### src/tpm_pkg.sv
// ----------------------------------------------------------------------------
// tpm_pkg: shared types, constants and the pair table of the token merger
// Word formats on both channels, queue entry op codes and kind codes.
// ----------------------------------------------------------------------------
package tpm_pkg;

   localparam int PosWidthDefault = 32;
   localparam int FieldPosW       = 32;
   localparam int KindW           = 8;
   localparam int OpW             = 2;
   localparam int QueueDepth      = 2;

   // kind codes used by the pair table and the merger
   localparam logic [KindW-1:0] KindDot         = 8'd0;
   localparam logic [KindW-1:0] KindDDot        = 8'd1;
   localparam logic [KindW-1:0] KindPlus        = 8'd2;
   localparam logic [KindW-1:0] KindPlusPlus    = 8'd3;
   localparam logic [KindW-1:0] KindEqual       = 8'd4;
   localparam logic [KindW-1:0] KindPlusEqual   = 8'd5;
   localparam logic [KindW-1:0] KindMinus       = 8'd6;
   localparam logic [KindW-1:0] KindGreater     = 8'd7;
   localparam logic [KindW-1:0] KindArrow       = 8'd8;
   localparam logic [KindW-1:0] KindMinusMinus  = 8'd9;
   localparam logic [KindW-1:0] KindMinusEqual  = 8'd10;
   localparam logic [KindW-1:0] KindAsterisk    = 8'd11;
   localparam logic [KindW-1:0] KindAstEqual    = 8'd12;
   localparam logic [KindW-1:0] KindAstOp       = 8'd13;
   localparam logic [KindW-1:0] KindSlash       = 8'd14;
   localparam logic [KindW-1:0] KindSlashEqual  = 8'd15;
   localparam logic [KindW-1:0] KindPercent     = 8'd16;
   localparam logic [KindW-1:0] KindPctEqual    = 8'd17;
   localparam logic [KindW-1:0] KindAmp         = 8'd18;
   localparam logic [KindW-1:0] KindAmpEqual    = 8'd19;
   localparam logic [KindW-1:0] KindAmpAmp      = 8'd20;
   localparam logic [KindW-1:0] KindAmpOp       = 8'd21;
   localparam logic [KindW-1:0] KindPipe        = 8'd22;
   localparam logic [KindW-1:0] KindPipeEqual   = 8'd23;
   localparam logic [KindW-1:0] KindPipePipe    = 8'd24;
   localparam logic [KindW-1:0] KindEqualBig    = 8'd25;
   localparam logic [KindW-1:0] KindEqualEqual  = 8'd26;
   localparam logic [KindW-1:0] KindExclam      = 8'd27;
   localparam logic [KindW-1:0] KindExclEqual   = 8'd28;
   localparam logic [KindW-1:0] KindDExclam     = 8'd29;
   localparam logic [KindW-1:0] KindLesser      = 8'd30;
   localparam logic [KindW-1:0] KindLsLs        = 8'd31;
   localparam logic [KindW-1:0] KindLsEqual     = 8'd32;
   localparam logic [KindW-1:0] KindLsLsEqual   = 8'd33;
   localparam logic [KindW-1:0] KindGtGt        = 8'd34;
   localparam logic [KindW-1:0] KindGtEqual     = 8'd35;
   localparam logic [KindW-1:0] KindGtGtEqual   = 8'd36;
   localparam logic [KindW-1:0] KindAtSign      = 8'd37;
   localparam logic [KindW-1:0] KindDAtSign     = 8'd38;
   localparam logic [KindW-1:0] KindColon       = 8'd39;
   localparam logic [KindW-1:0] KindAtColon     = 8'd40;
   localparam logic [KindW-1:0] KindColonColon  = 8'd41;
   localparam logic [KindW-1:0] KindColonEqual  = 8'd42;
   localparam logic [KindW-1:0] KindQmark       = 8'd43;
   localparam logic [KindW-1:0] KindDQmark      = 8'd44;
   localparam logic [KindW-1:0] KindQExclam     = 8'd45;
   localparam logic [KindW-1:0] KindQAmp        = 8'd46;
   localparam logic [KindW-1:0] KindQPipe       = 8'd47;
   localparam logic [KindW-1:0] KindString      = 8'd48;
   localparam logic [KindW-1:0] KindEndOfString = 8'd49;
   localparam logic [KindW-1:0] KindNumeric     = 8'd50;
   localparam logic [KindW-1:0] KindEob         = 8'd51;
   localparam logic [KindW-1:0] KindEof         = 8'd52;

   localparam logic ReqToken = 1'b0;
   localparam logic ReqFlush = 1'b1;

   typedef enum logic [OpW-1:0] {
      OP_TOKEN   = 2'd0,
      OP_BARRIER = 2'd1,
      OP_FLUSH   = 2'd2
   } op_type;

   typedef struct packed {
      logic                 req_type;
      logic [KindW-1:0]     token_kind;
      logic [FieldPosW-1:0] span_begin;
      logic [FieldPosW-1:0] span_end;
      logic [FieldPosW-1:0] stream_offset;
   } req_word_type;

   typedef struct packed {
      logic [KindW-1:0]     out_kind;
      logic [FieldPosW-1:0] out_begin;
      logic [FieldPosW-1:0] out_end;
      logic                 batch_last;
   } rsp_word_type;

   typedef struct packed {
      logic             hit;
      logic [KindW-1:0] kind;
   } pair_result_type;

   // merged kind for a held kind a followed by kind b
   function automatic pair_result_type pair_lookup(logic [KindW-1:0] a,
                                                   logic [KindW-1:0] b);
      pair_result_type r;
      r.hit  = 1'b1;
      r.kind = KindDot;
      case (a)
         KindDot: begin
            if (b == KindDot) r.kind = KindDDot;
            else r.hit = 1'b0;
         end
         KindPlus: begin
            if (b == KindPlus) r.kind = KindPlusPlus;
            else if (b == KindEqual) r.kind = KindPlusEqual;
            else r.hit = 1'b0;
         end
         KindMinus: begin
            if (b == KindGreater) r.kind = KindArrow;
            else if (b == KindMinus) r.kind = KindMinusMinus;
            else if (b == KindEqual) r.kind = KindMinusEqual;
            else r.hit = 1'b0;
         end
         KindAsterisk: begin
            if (b == KindEqual) r.kind = KindAstEqual;
            else if (b == KindGreater) r.kind = KindAstOp;
            else r.hit = 1'b0;
         end
         KindSlash: begin
            if (b == KindEqual) r.kind = KindSlashEqual;
            else r.hit = 1'b0;
         end
         KindPercent: begin
            if (b == KindEqual) r.kind = KindPctEqual;
            else r.hit = 1'b0;
         end
         KindAmp: begin
            if (b == KindEqual) r.kind = KindAmpEqual;
            else if (b == KindAmp) r.kind = KindAmpAmp;
            else if (b == KindGreater) r.kind = KindAmpOp;
            else r.hit = 1'b0;
         end
         KindPipe: begin
            if (b == KindEqual) r.kind = KindPipeEqual;
            else if (b == KindPipe) r.kind = KindPipePipe;
            else r.hit = 1'b0;
         end
         KindEqual: begin
            if (b == KindGreater) r.kind = KindEqualBig;
            else if (b == KindEqual) r.kind = KindEqualEqual;
            else r.hit = 1'b0;
         end
         KindExclam: begin
            if (b == KindEqual) r.kind = KindExclEqual;
            else if (b == KindExclam) r.kind = KindDExclam;
            else r.hit = 1'b0;
         end
         KindLesser: begin
            if (b == KindLesser) r.kind = KindLsLs;
            else if (b == KindEqual) r.kind = KindLsEqual;
            else r.hit = 1'b0;
         end
         KindLsLs: begin
            if (b == KindEqual) r.kind = KindLsLsEqual;
            else r.hit = 1'b0;
         end
         KindGreater: begin
            if (b == KindGreater) r.kind = KindGtGt;
            else if (b == KindEqual) r.kind = KindGtEqual;
            else r.hit = 1'b0;
         end
         KindGtGt: begin
            if (b == KindEqual) r.kind = KindGtGtEqual;
            else r.hit = 1'b0;
         end
         KindAtSign: begin
            if (b == KindAtSign) r.kind = KindDAtSign;
            else if (b == KindColon) r.kind = KindAtColon;
            else r.hit = 1'b0;
         end
         KindColon: begin
            if (b == KindColon) r.kind = KindColonColon;
            else if (b == KindEqual) r.kind = KindColonEqual;
            else r.hit = 1'b0;
         end
         KindQmark: begin
            if (b == KindQmark) r.kind = KindDQmark;
            else if (b == KindExclam) r.kind = KindQExclam;
            else if (b == KindAmp) r.kind = KindQAmp;
            else if (b == KindPipe) r.kind = KindQPipe;
            else r.hit = 1'b0;
         end
         KindString: begin
            if (b == KindEndOfString) r.kind = KindString;
            else r.hit = 1'b0;
         end
         KindNumeric: begin
            if (b == KindNumeric) r.kind = KindNumeric;
            else r.hit = 1'b0;
         end
         default: begin
            r.hit = 1'b0;
         end
      endcase
      return r;
   endfunction

endpackage

### src/tpm_front.sv
// ----------------------------------------------------------------------------
// tpm_front: input side of the token merger
// Accepts request words, sorts them into token, barrier or flush and packs
// them for the queue; offsets are cut to the position width here.
// ----------------------------------------------------------------------------
module tpm_front #(
   parameter int POS_WIDTH = tpm_pkg::PosWidthDefault
) (
   input  logic                      req_valid,
   output logic                      req_stall,
   input  tpm_pkg::req_word_type     req_data,
   input  logic                      q_full,
   output logic                      q_push,
   output logic [2*POS_WIDTH+tpm_pkg::KindW+tpm_pkg::OpW-1:0] q_data
);

   localparam int WideW = (POS_WIDTH > tpm_pkg::FieldPosW) ? POS_WIDTH
                                                            : tpm_pkg::FieldPosW;

   tpm_pkg::op_type        op;
   logic [WideW-1:0]       wide_a;
   logic [WideW-1:0]       wide_b;
   logic [POS_WIDTH-1:0]   pos_a;
   logic [POS_WIDTH-1:0]   pos_b;

   always_comb begin
      if (req_data.req_type == tpm_pkg::ReqFlush) begin
         op     = tpm_pkg::OP_FLUSH;
         // flush carries the stream offset in the first position slot
         wide_a = WideW'(req_data.stream_offset);
      end else if (req_data.token_kind == tpm_pkg::KindEob ||
                   req_data.token_kind == tpm_pkg::KindEof) begin
         op     = tpm_pkg::OP_BARRIER;
         wide_a = WideW'(req_data.span_begin);
      end else begin
         op     = tpm_pkg::OP_TOKEN;
         wide_a = WideW'(req_data.span_begin);
      end
      wide_b = WideW'(req_data.span_end);
      pos_a  = wide_a[POS_WIDTH-1:0];
      pos_b  = wide_b[POS_WIDTH-1:0];
   end

   assign req_stall = q_full;
   assign q_push    = req_valid && !q_full;
   assign q_data    = {op, req_data.token_kind, pos_a, pos_b};

endmodule

### src/tpm_queue.sv
// ----------------------------------------------------------------------------
// tpm_queue: short word queue between front and back
// Register based, one write and one read per cycle.
// ----------------------------------------------------------------------------
module tpm_queue #(
   parameter int DATA_W = 8,
   parameter int DEPTH  = tpm_pkg::QueueDepth
) (
   input  logic              clock,
   input  logic              reset,
   input  logic              push,
   input  logic [DATA_W-1:0] push_data,
   input  logic              pop,
   output logic              full,
   output logic              head_valid,
   output logic [DATA_W-1:0] head_data
);

   localparam int PtrW = (DEPTH > 1) ? $clog2(DEPTH) : 1;
   localparam int CntW = $clog2(DEPTH + 1);

   logic [DATA_W-1:0] mem_ff [DEPTH];
   logic [PtrW-1:0]   wr_ptr_ff, wr_ptr_in;
   logic [PtrW-1:0]   rd_ptr_ff, rd_ptr_in;
   logic [CntW-1:0]   count_ff, count_in;
   logic              do_pop;

   assign full       = (count_ff == CntW'(DEPTH));
   assign head_valid = (count_ff != '0);
   assign head_data  = mem_ff[rd_ptr_ff];
   assign do_pop     = pop && head_valid;

   always_comb begin
      wr_ptr_in = wr_ptr_ff;
      rd_ptr_in = rd_ptr_ff;
      count_in  = count_ff;
      if (push) begin
         wr_ptr_in = (wr_ptr_ff == PtrW'(DEPTH - 1)) ? '0 : wr_ptr_ff + 1'b1;
      end
      if (do_pop) begin
         rd_ptr_in = (rd_ptr_ff == PtrW'(DEPTH - 1)) ? '0 : rd_ptr_ff + 1'b1;
      end
      if (push && !do_pop) begin
         count_in = count_ff + 1'b1;
      end else if (do_pop && !push) begin
         count_in = count_ff - 1'b1;
      end
   end

   always_ff @(posedge clock) begin
      if (reset) begin
         wr_ptr_ff <= '0;
         rd_ptr_ff <= '0;
         count_ff  <= '0;
      end else begin
         wr_ptr_ff <= wr_ptr_in;
         rd_ptr_ff <= rd_ptr_in;
         count_ff  <= count_in;
      end
   end

   always_ff @(posedge clock) begin
      if (push) begin
         mem_ff[wr_ptr_ff] <= push_data;
      end
   end

endmodule

### src/tpm_back.sv
// ----------------------------------------------------------------------------
// tpm_back: merge engine and result register
// Holds the pending token, folds queue words into it and emits words.
// ----------------------------------------------------------------------------
module tpm_back #(
   parameter int POS_WIDTH = tpm_pkg::PosWidthDefault
) (
   input  logic                  clock,
   input  logic                  reset,
   input  logic                  head_valid,
   input  logic [2*POS_WIDTH+tpm_pkg::KindW+tpm_pkg::OpW-1:0] head_data,
   output logic                  head_pop,
   output logic                  rsp_valid,
   input  logic                  rsp_stall,
   output tpm_pkg::rsp_word_type rsp_data
);

   localparam int KindW = tpm_pkg::KindW;
   localparam int OpW   = tpm_pkg::OpW;
   localparam int WideW = (POS_WIDTH > tpm_pkg::FieldPosW) ? POS_WIDTH
                                                            : tpm_pkg::FieldPosW;

   tpm_pkg::op_type          op;
   logic [KindW-1:0]         kind;
   logic [POS_WIDTH-1:0]     pos_a;
   logic [POS_WIDTH-1:0]     pos_b;
   tpm_pkg::pair_result_type pair;
   logic                     adjacent;
   logic                     can_out;

   logic                     held_valid_ff, held_valid_in;
   logic [KindW-1:0]         held_kind_ff, held_kind_in;
   logic [POS_WIDTH-1:0]     held_begin_ff, held_begin_in;
   logic [POS_WIDTH-1:0]     held_end_ff, held_end_in;
   logic                     any_emitted_ff, any_emitted_in;
   logic [POS_WIDTH-1:0]     last_end_ff, last_end_in;
   logic                     rsp_valid_ff, rsp_valid_in;
   tpm_pkg::rsp_word_type    rsp_data_ff, rsp_data_in;
   logic                     emit;
   logic [POS_WIDTH-1:0]     eof_pos;
   logic [WideW-1:0]         wide_begin;
   logic [WideW-1:0]         wide_end;

   assign pos_b = head_data[POS_WIDTH-1:0];
   assign pos_a = head_data[2*POS_WIDTH-1:POS_WIDTH];
   assign kind  = head_data[2*POS_WIDTH +: KindW];
   assign op    = tpm_pkg::op_type'(head_data[2*POS_WIDTH+KindW +: OpW]);

   assign pair     = tpm_pkg::pair_lookup(held_kind_ff, kind);
   assign adjacent = (held_kind_ff == tpm_pkg::KindString) ||
                     ((held_end_ff + POS_WIDTH'(1)) == pos_a);
   assign can_out  = !rsp_valid_ff || !rsp_stall;
   assign eof_pos  = any_emitted_ff ? (last_end_ff + POS_WIDTH'(1)) : pos_a;

   always_comb begin
      held_valid_in  = held_valid_ff;
      held_kind_in   = held_kind_ff;
      held_begin_in  = held_begin_ff;
      held_end_in    = held_end_ff;
      any_emitted_in = any_emitted_ff;
      last_end_in    = last_end_ff;
      head_pop       = 1'b0;
      emit           = 1'b0;
      wide_begin     = WideW'(held_begin_ff);
      wide_end       = WideW'(held_end_ff);
      rsp_data_in    = rsp_data_ff;

      if (head_valid) begin
         case (op)
            tpm_pkg::OP_TOKEN: begin
               if (!held_valid_ff) begin
                  head_pop = 1'b1;
               end else if (adjacent && pair.hit) begin
                  head_pop = 1'b1;
               end else if (can_out) begin
                  head_pop = 1'b1;
                  emit     = 1'b1;
               end
               if (head_pop) begin
                  if (held_valid_ff && adjacent && pair.hit) begin
                     held_kind_in = pair.kind;
                     held_end_in  = pos_b;
                  end else begin
                     held_valid_in = 1'b1;
                     held_kind_in  = kind;
                     held_begin_in = pos_a;
                     held_end_in   = pos_b;
                  end
               end
            end
            tpm_pkg::OP_BARRIER: begin
               if (!held_valid_ff) begin
                  head_pop = 1'b1;
               end else if (can_out) begin
                  head_pop      = 1'b1;
                  emit          = 1'b1;
                  held_valid_in = 1'b0;
               end
            end
            tpm_pkg::OP_FLUSH: begin
               if (can_out) begin
                  if (held_valid_ff) begin
                     // pending token goes first; Eof follows once the response register is free
                     emit          = 1'b1;
                     held_valid_in = 1'b0;
                  end else begin
                     head_pop             = 1'b1;
                     wide_begin           = WideW'(eof_pos);
                     wide_end             = WideW'(eof_pos);
                     rsp_data_in.out_kind = tpm_pkg::KindEof;
                     rsp_data_in.out_begin  = wide_begin[tpm_pkg::FieldPosW-1:0];
                     rsp_data_in.out_end    = wide_end[tpm_pkg::FieldPosW-1:0];
                     rsp_data_in.batch_last = 1'b1;
                     any_emitted_in       = 1'b0;
                  end
               end
            end
            default: begin
               head_pop = 1'b1;
            end
         endcase
      end

      if (emit) begin
         rsp_data_in.out_kind   = held_kind_ff;
         rsp_data_in.out_begin  = wide_begin[tpm_pkg::FieldPosW-1:0];
         rsp_data_in.out_end    = wide_end[tpm_pkg::FieldPosW-1:0];
         rsp_data_in.batch_last = 1'b0;
         any_emitted_in         = 1'b1;
         last_end_in            = held_end_ff;
      end

      if (emit || (head_valid && op == tpm_pkg::OP_FLUSH && can_out)) begin
         rsp_valid_in = 1'b1;
      end else if (!rsp_stall) begin
         rsp_valid_in = 1'b0;
      end else begin
         rsp_valid_in = rsp_valid_ff;
      end
   end

   always_ff @(posedge clock) begin
      if (reset) begin
         held_valid_ff  <= 1'b0;
         any_emitted_ff <= 1'b0;
         rsp_valid_ff   <= 1'b0;
         held_kind_ff   <= '0;
         held_begin_ff  <= '0;
         held_end_ff    <= '0;
         last_end_ff    <= '0;
      end else begin
         held_valid_ff  <= held_valid_in;
         any_emitted_ff <= any_emitted_in;
         rsp_valid_ff   <= rsp_valid_in;
         held_kind_ff   <= held_kind_in;
         held_begin_ff  <= held_begin_in;
         held_end_ff    <= held_end_in;
         last_end_ff    <= last_end_in;
      end
   end

   always_ff @(posedge clock) begin
      rsp_data_ff <= rsp_data_in;
   end

   assign rsp_valid = rsp_valid_ff;
   assign rsp_data  = rsp_data_ff;

endmodule

### src/token_pair_merger_core.sv
// ----------------------------------------------------------------------------
// token_pair_merger_core: folds adjacent lexer tokens into compound tokens
//
// Request channel (req_valid / req_stall / req_data) takes one word per
// cycle: a token (kind, begin, end) or an end-of-batch flush. A word moves
// when valid is high and stall is low. Response channel (rsp_*) gives
// merged tokens in order; the flush closes the batch with an Eof word
// flagged batch_last.
// Throughput: one request word per cycle while the response side keeps up;
// a flush with a pending token holds the back end until it has sent both
// its words, the token and then the Eof. A token leaves when a later word
// displaces it; after that later word is taken it passes the queue register,
// then the token's word is set in the response register and moves at the
// next edge the receiver allows.
// The front end classifies words into a two-entry queue; the back end
// holds the pending token, looks up the pair table and drives a response
// register. When the receiver stalls, the response word holds, the back
// end stops only when it must emit, and req_stall rises once the queue
// is full. Reset empties the queue, drops the pending token and clears
// the batch's emitted flag.
// ----------------------------------------------------------------------------
module token_pair_merger_core #(
   parameter int POS_WIDTH = tpm_pkg::PosWidthDefault
) (
   input  logic                  clock,
   input  logic                  reset,
   input  logic                  req_valid,
   output logic                  req_stall,
   input  tpm_pkg::req_word_type req_data,
   output logic                  rsp_valid,
   input  logic                  rsp_stall,
   output tpm_pkg::rsp_word_type rsp_data
);

   // queue entry: op code, kind, two positions
   localparam int EntryW = 2*POS_WIDTH + tpm_pkg::KindW + tpm_pkg::OpW;

   logic              q_full;
   logic              q_push;
   logic [EntryW-1:0] q_push_data;
   logic              q_pop;
   logic              q_head_valid;
   logic [EntryW-1:0] q_head_data;

   tpm_front #(
      .POS_WIDTH (POS_WIDTH)
   ) u_front (
      .req_valid (req_valid),
      .req_stall (req_stall),
      .req_data  (req_data),
      .q_full    (q_full),
      .q_push    (q_push),
      .q_data    (q_push_data)
   );

   tpm_queue #(
      .DATA_W (EntryW),
      .DEPTH  (tpm_pkg::QueueDepth)
   ) u_queue (
      .clock      (clock),
      .reset      (reset),
      .push       (q_push),
      .push_data  (q_push_data),
      .pop        (q_pop),
      .full       (q_full),
      .head_valid (q_head_valid),
      .head_data  (q_head_data)
   );

   // merge engine; it pops a word only once that word is fully handled
   tpm_back #(
      .POS_WIDTH (POS_WIDTH)
   ) u_back (
      .clock      (clock),
      .reset      (reset),
      .head_valid (q_head_valid),
      .head_data  (q_head_data),
      .head_pop   (q_pop),
      .rsp_valid  (rsp_valid),
      .rsp_stall  (rsp_stall),
      .rsp_data   (rsp_data)
   );

endmodule
### config.mk
export PLATFORM = sky130hd
export DESIGN_NAME = token_pair_merger_core
export DESIGN_NICKNAME = d
export VERILOG_FILES = /design/src/tpm_pkg.sv /design/src/tpm_front.sv /design/src/tpm_queue.sv /design/src/tpm_back.sv /design/src/token_pair_merger_core.sv
export SDC_FILE = /design/constraint.sdc
export NUM_CORES = 1
export LEC_CHECK = 0
export BUFFER_PORTS_ARGS = -buffer_cell sky130_fd_sc_hd__buf_2
export CAP_MARGIN = 20
export CORE_ASPECT_RATIO = 1.25
export CORE_UTILIZATION = 25
export CTS_BUF_LIST = sky130_fd_sc_hd__clkbuf_2
export CTS_CLUSTER_DIAMETER = 200
export DETAILED_ROUTE_END_ITERATION = 12
export PLACE_DENSITY = 0.49
export SYNTH_ARGS = -nofsm -noshare
export SYNTH_HDL_FRONTEND = slang
export SYNTH_SLANG_ARGS = --single-unit
export TNS_END_PERCENT = 100
### constraint.sdc
create_clock -name clock -period 17.9 [get_ports clock]
set_clock_uncertainty 0.05 [all_clocks]
set_input_delay 0.895 -clock clock [delete_from_list [all_inputs] [get_ports clock]]
set_output_delay 0.895 -clock clock [all_outputs]
set_load 0.005 [all_outputs]
==> reports/qor.csv <==
stage,metric,value,unit
synthesis,largest family of logic cells by synthesized area,simple AND/OR/NAND/NOR gates,
synthesis,yosys warns,0,
synthesis,Syn Area/Cell,11.0,um2
run,maxcap violations,0,
routing,Pre-antenna DRT Iters,5,
sta,RSZ-0062 raised after global routing,false,
sta,maximum clock rate,0.175,GHz
synthesis,XOR/XNOR Fraction of Synth Area,0.0435,
synthesis,multiplexer area fraction after synthesis,0.0728,
routing,Routed WL,49.4,mm
synthesis,"Distinct cells, synth",78,
floorplanning,starting density of the core,0.253,
synthesis,Main synth FF type,edfxtp_1,
synthesis,Mapped Nets,1571,
sta,Final Hold Viols,0,
synthesis,cells after synthesis,1454,
synthesis,number of synthesized flops with an enable pin,220,
setup_path,worst path cell trace,buf_4 -> mux2i_1 -> xor2_1 -> nand3_1 -> a2111oi_0 -> o2111ai_1 -> or4_4 -> nor4_4 -> buf_4 -> nor3_1 -> ha_1 -> or3_1 -> a21oi_1,
layout,final core utilization,0.298,
setup_path,Max stage delay on crit path,0.77,ns
setup_path,Stages on worst setup path,13,
sta,fin crit share,0.319,
placement,RePlAce Congestion,0.907,
clocking,clock root cell,clkbuf_2,
worst_hold_path,hold path depth,1,
synthesis,fraction of registers with async set or reset after synthesis,0,
routing,number of remaining DRC errors,0,
setup_path,crit start category,flop,
routing,routed vias,12500,
global_route,first-pass GRT wire length,74.9,mm
global_route,initial antenna violation count,1,
clocking,"Clk pin slew, worst setup/hold paths",0.10,ns
global_route,grt ovf,0,
synthesis,Adder-Cell Fraction of Synth Area,0.00623,
setup_path,Worst Path Required,18.71,ns
floorplanning,core footprint,0.0634,mm2
power,VDD IR-drop max,0.0600,mV
global_route,pin count of the biggest net entering global routing,75,
setup_path,Buf/Inv on CP,2,
sta,worst relative slew slack,0.245,
clocking,CTS Buf Count,80,
routing,Via-to-Cell Ratio,4.86,
layout,Finished Cell Area,0.0189,mm2
power,Leak Pwr,6.69,nW
sta,Setup TNS,0,ns
layout,synthesis-to-finish area growth,17.7,%
placement,DP HPWL,36.1,mm
setup_path,CP Capture Type,flop,
floorplanning,FP Rows,103,
synthesis,post-synthesis simple-gate area fraction,0.151,
floorplanning,chip height,285,um
power,P per Cell Area,127,mW/mm2
routing,WL/cell,19.2,um
setup_path,Crit path top cell by count,buf_4,
clocking,H-tree lvl count,3,
routing,Iteration-0 DRC Markers,779,
synthesis,post-synthesis compound-gate area fraction,0.144,
placement,Port-buffer cells,183,
layout,"commonest non-fill, non-tap cells in the layout","edfxtp_1 (220), buf_2 (183), clkbuf_2 (120)",
clocking,CTS resizes,0,
routing,Routed Antenna Nets,0,
setup_path,reg2reg path depth,13,
layout,layout cells sized above 1,0.236,
synthesis,synthesized flop and latch total,333,
sta,Worst-Margin Slew,1.10,ns
outcome,status,finished clean,
setup_path,crit path max fanout,64,
global_route,vias in the first global route,12400,
clocking,CTS tree,yes,
global_route,GRT Total Usage,0.148,
clocking,CTS sink cnt,333,
setup_path,"Largest delay share family, worst path",simple AND/OR/NAND/NOR gates,
sta,final slew viol count,0,
floorplanning,Die Area,0.0653,mm2
synthesis,sequential fraction of the synthesis area,0.552,
setup_path,CP Data Arrival Time,6.53,ns
worst_hold_path,hold crit path type,input pin to flop,
sta,Final setup viols,0,
layout,Final Net Count,1785,
setup_path,"Max stage delay cell, worst path",dfxtp_4,
placement,placed instance area,0.0178,mm2
sta,minimum clock period,5.71,ns
floorplanning,io pins,184,
sta,hold_ws,0.135,ns
synthesis,mapped cell area,0.0161,mm2
clocking,worst skew pair latency,1.00,ns
layout,"commonest non-fill, non-tap cell in the layout",edfxtp_1,
floorplanning,die width,229,um
setup_path,critical path type,flop to flop,
clocking,Clock Tree Buf Depth,3,
power breakdown:
part / switching [mW] / total, mW / leakage (nW) / internal (mW)
Sequential: 0.146 / 1.16 / 2.99 / 1.01
Combinational: 0.437 / 0.713 / 3.12 / 0.276
Clock: 0.309 / 0.521 / 0.586 / 0.212
layer usage:
| layer | global-route usage | wire [um] | vias up | share of wire |
|---|---|---|---|---|
| met5 | 0 | 0 | - | 0 |
| met4 | 0.0530 | 1030 | 0 | 0.021 |
| met3 | 0.0231 | 2250 | 65 | 0.046 |
| met2 | 0.240 | 23100 | 394 | 0.47 |
| met1 | 0.200 | 23000 | 6031 | 0.47 |
| li1 | - | - | 6024 | - |
synth_stat cells (5+ instances only):
master / number / area (um2)
a2111oi_0: 5 / 43.8
a211oi_1: 105 / 788
a21o_1: 11 / 82.6
a21oi_1: 66 / 330
a31oi_1: 7 / 43.8
and2_1: 6 / 37.5
and3_1: 26 / 163
and4_1: 6 / 52.6
buf_2: 6 / 30.0
buf_4: 5 / 37.5
clkbuf_1: 85 / 319
dfxtp_1: 113 / 2260
edfxtp_1: 220 / 6610
ha_1: 8 / 100
inv_1: 11 / 41.3
mux2_2: 38 / 428
mux2i_1: 74 / 741
nand2_1: 102 / 383
nand2b_1: 14 / 87.6
nand3_1: 73 / 365
nand3b_1: 6 / 45.0
nand4_1: 18 / 113
nor2_1: 79 / 297
nor2b_1: 12 / 75.1
nor3_1: 57 / 285
nor4_1: 15 / 93.8
nor4b_1: 5 / 43.8
o21ai_0: 73 / 365
o2bb2ai_1: 17 / 149
o32ai_1: 6 / 52.6
or3_1: 12 / 75.1
or3b_2: 6 / 52.6
xnor2_1: 50 / 438
xor2_1: 27 / 236
cell families (layout without fill, tap and decap cells):
kind of cell	Yosys count	count (layout)
simple gates	465	465
compound gates	342	342
flops	333	333
buf+inv	116	395
mux	112	112
xor+xnor	78	78
fa+ha+maj	8	8
other cells	0	1
path summary, 6_finish.rpt:
kind,startpoint,to,slack (ns)
max,flop,u_queue.count_ff[1],12.19
min,req_data[45],u_queue.mem_ff[0][13],0.14
max reg2reg,flop,u_queue.count_ff[1],12.19
min reg2reg,u_back.rsp_data[0],u_back.rsp_data[0],0.45
state kept, by name, indices dropped and copies added, names as in the netlist, named ones only:
signal                 cells
u_queue.mem_ff           148
u_back.held_kind_ff        8
u_back.rsp_valid           1
u_back.held_begin_ff      32
u_queue.wr_ptr_ff          1
u_queue.rd_ptr_ff          1
u_back.held_end_ff        32
u_queue.count_ff           2
u_back.any_emitted_ff      1
u_back.rsp_data           73
u_back.last_end_ff        32
u_back.held_valid_ff       1
cell type report:
class | instances | area (um2)
inverters | 12 | 45.0
diodes | 1 | 2.50
flip-flops and latches | 333 | 8870
clock buffers | 120 | 601
fillers | 6679 | 44500
multi-input cells | 1005 | 6760
clock inverters | 27 | 184
repair buffers | 236 | 1380
well taps | 840 | 1050
stage by stage:
step / worst slack [ns] / cells / power, mW
2_1_floorplan: 12.11 / 1454 / 1.60
3_3_place_gp: 12.10 / 2397 / 1.89
3_5_place_dp: 12.12 / 2398 / 1.89
4_1_cts: 12.10 / 2573 / 2.43
5_1_grt: 11.69 / 2574 / 2.54
6_report: 12.19 / 2574 / 2.39
timing repair:
| item | CTS | global route |
|---|---|---|
| hold buffers | 28 | 0 |
| setup buffers | 0 | 0 |
| endpoints found under the hold margin | 53 | 0 |
No activity file was read; power rests on OpenSTA's default activity.
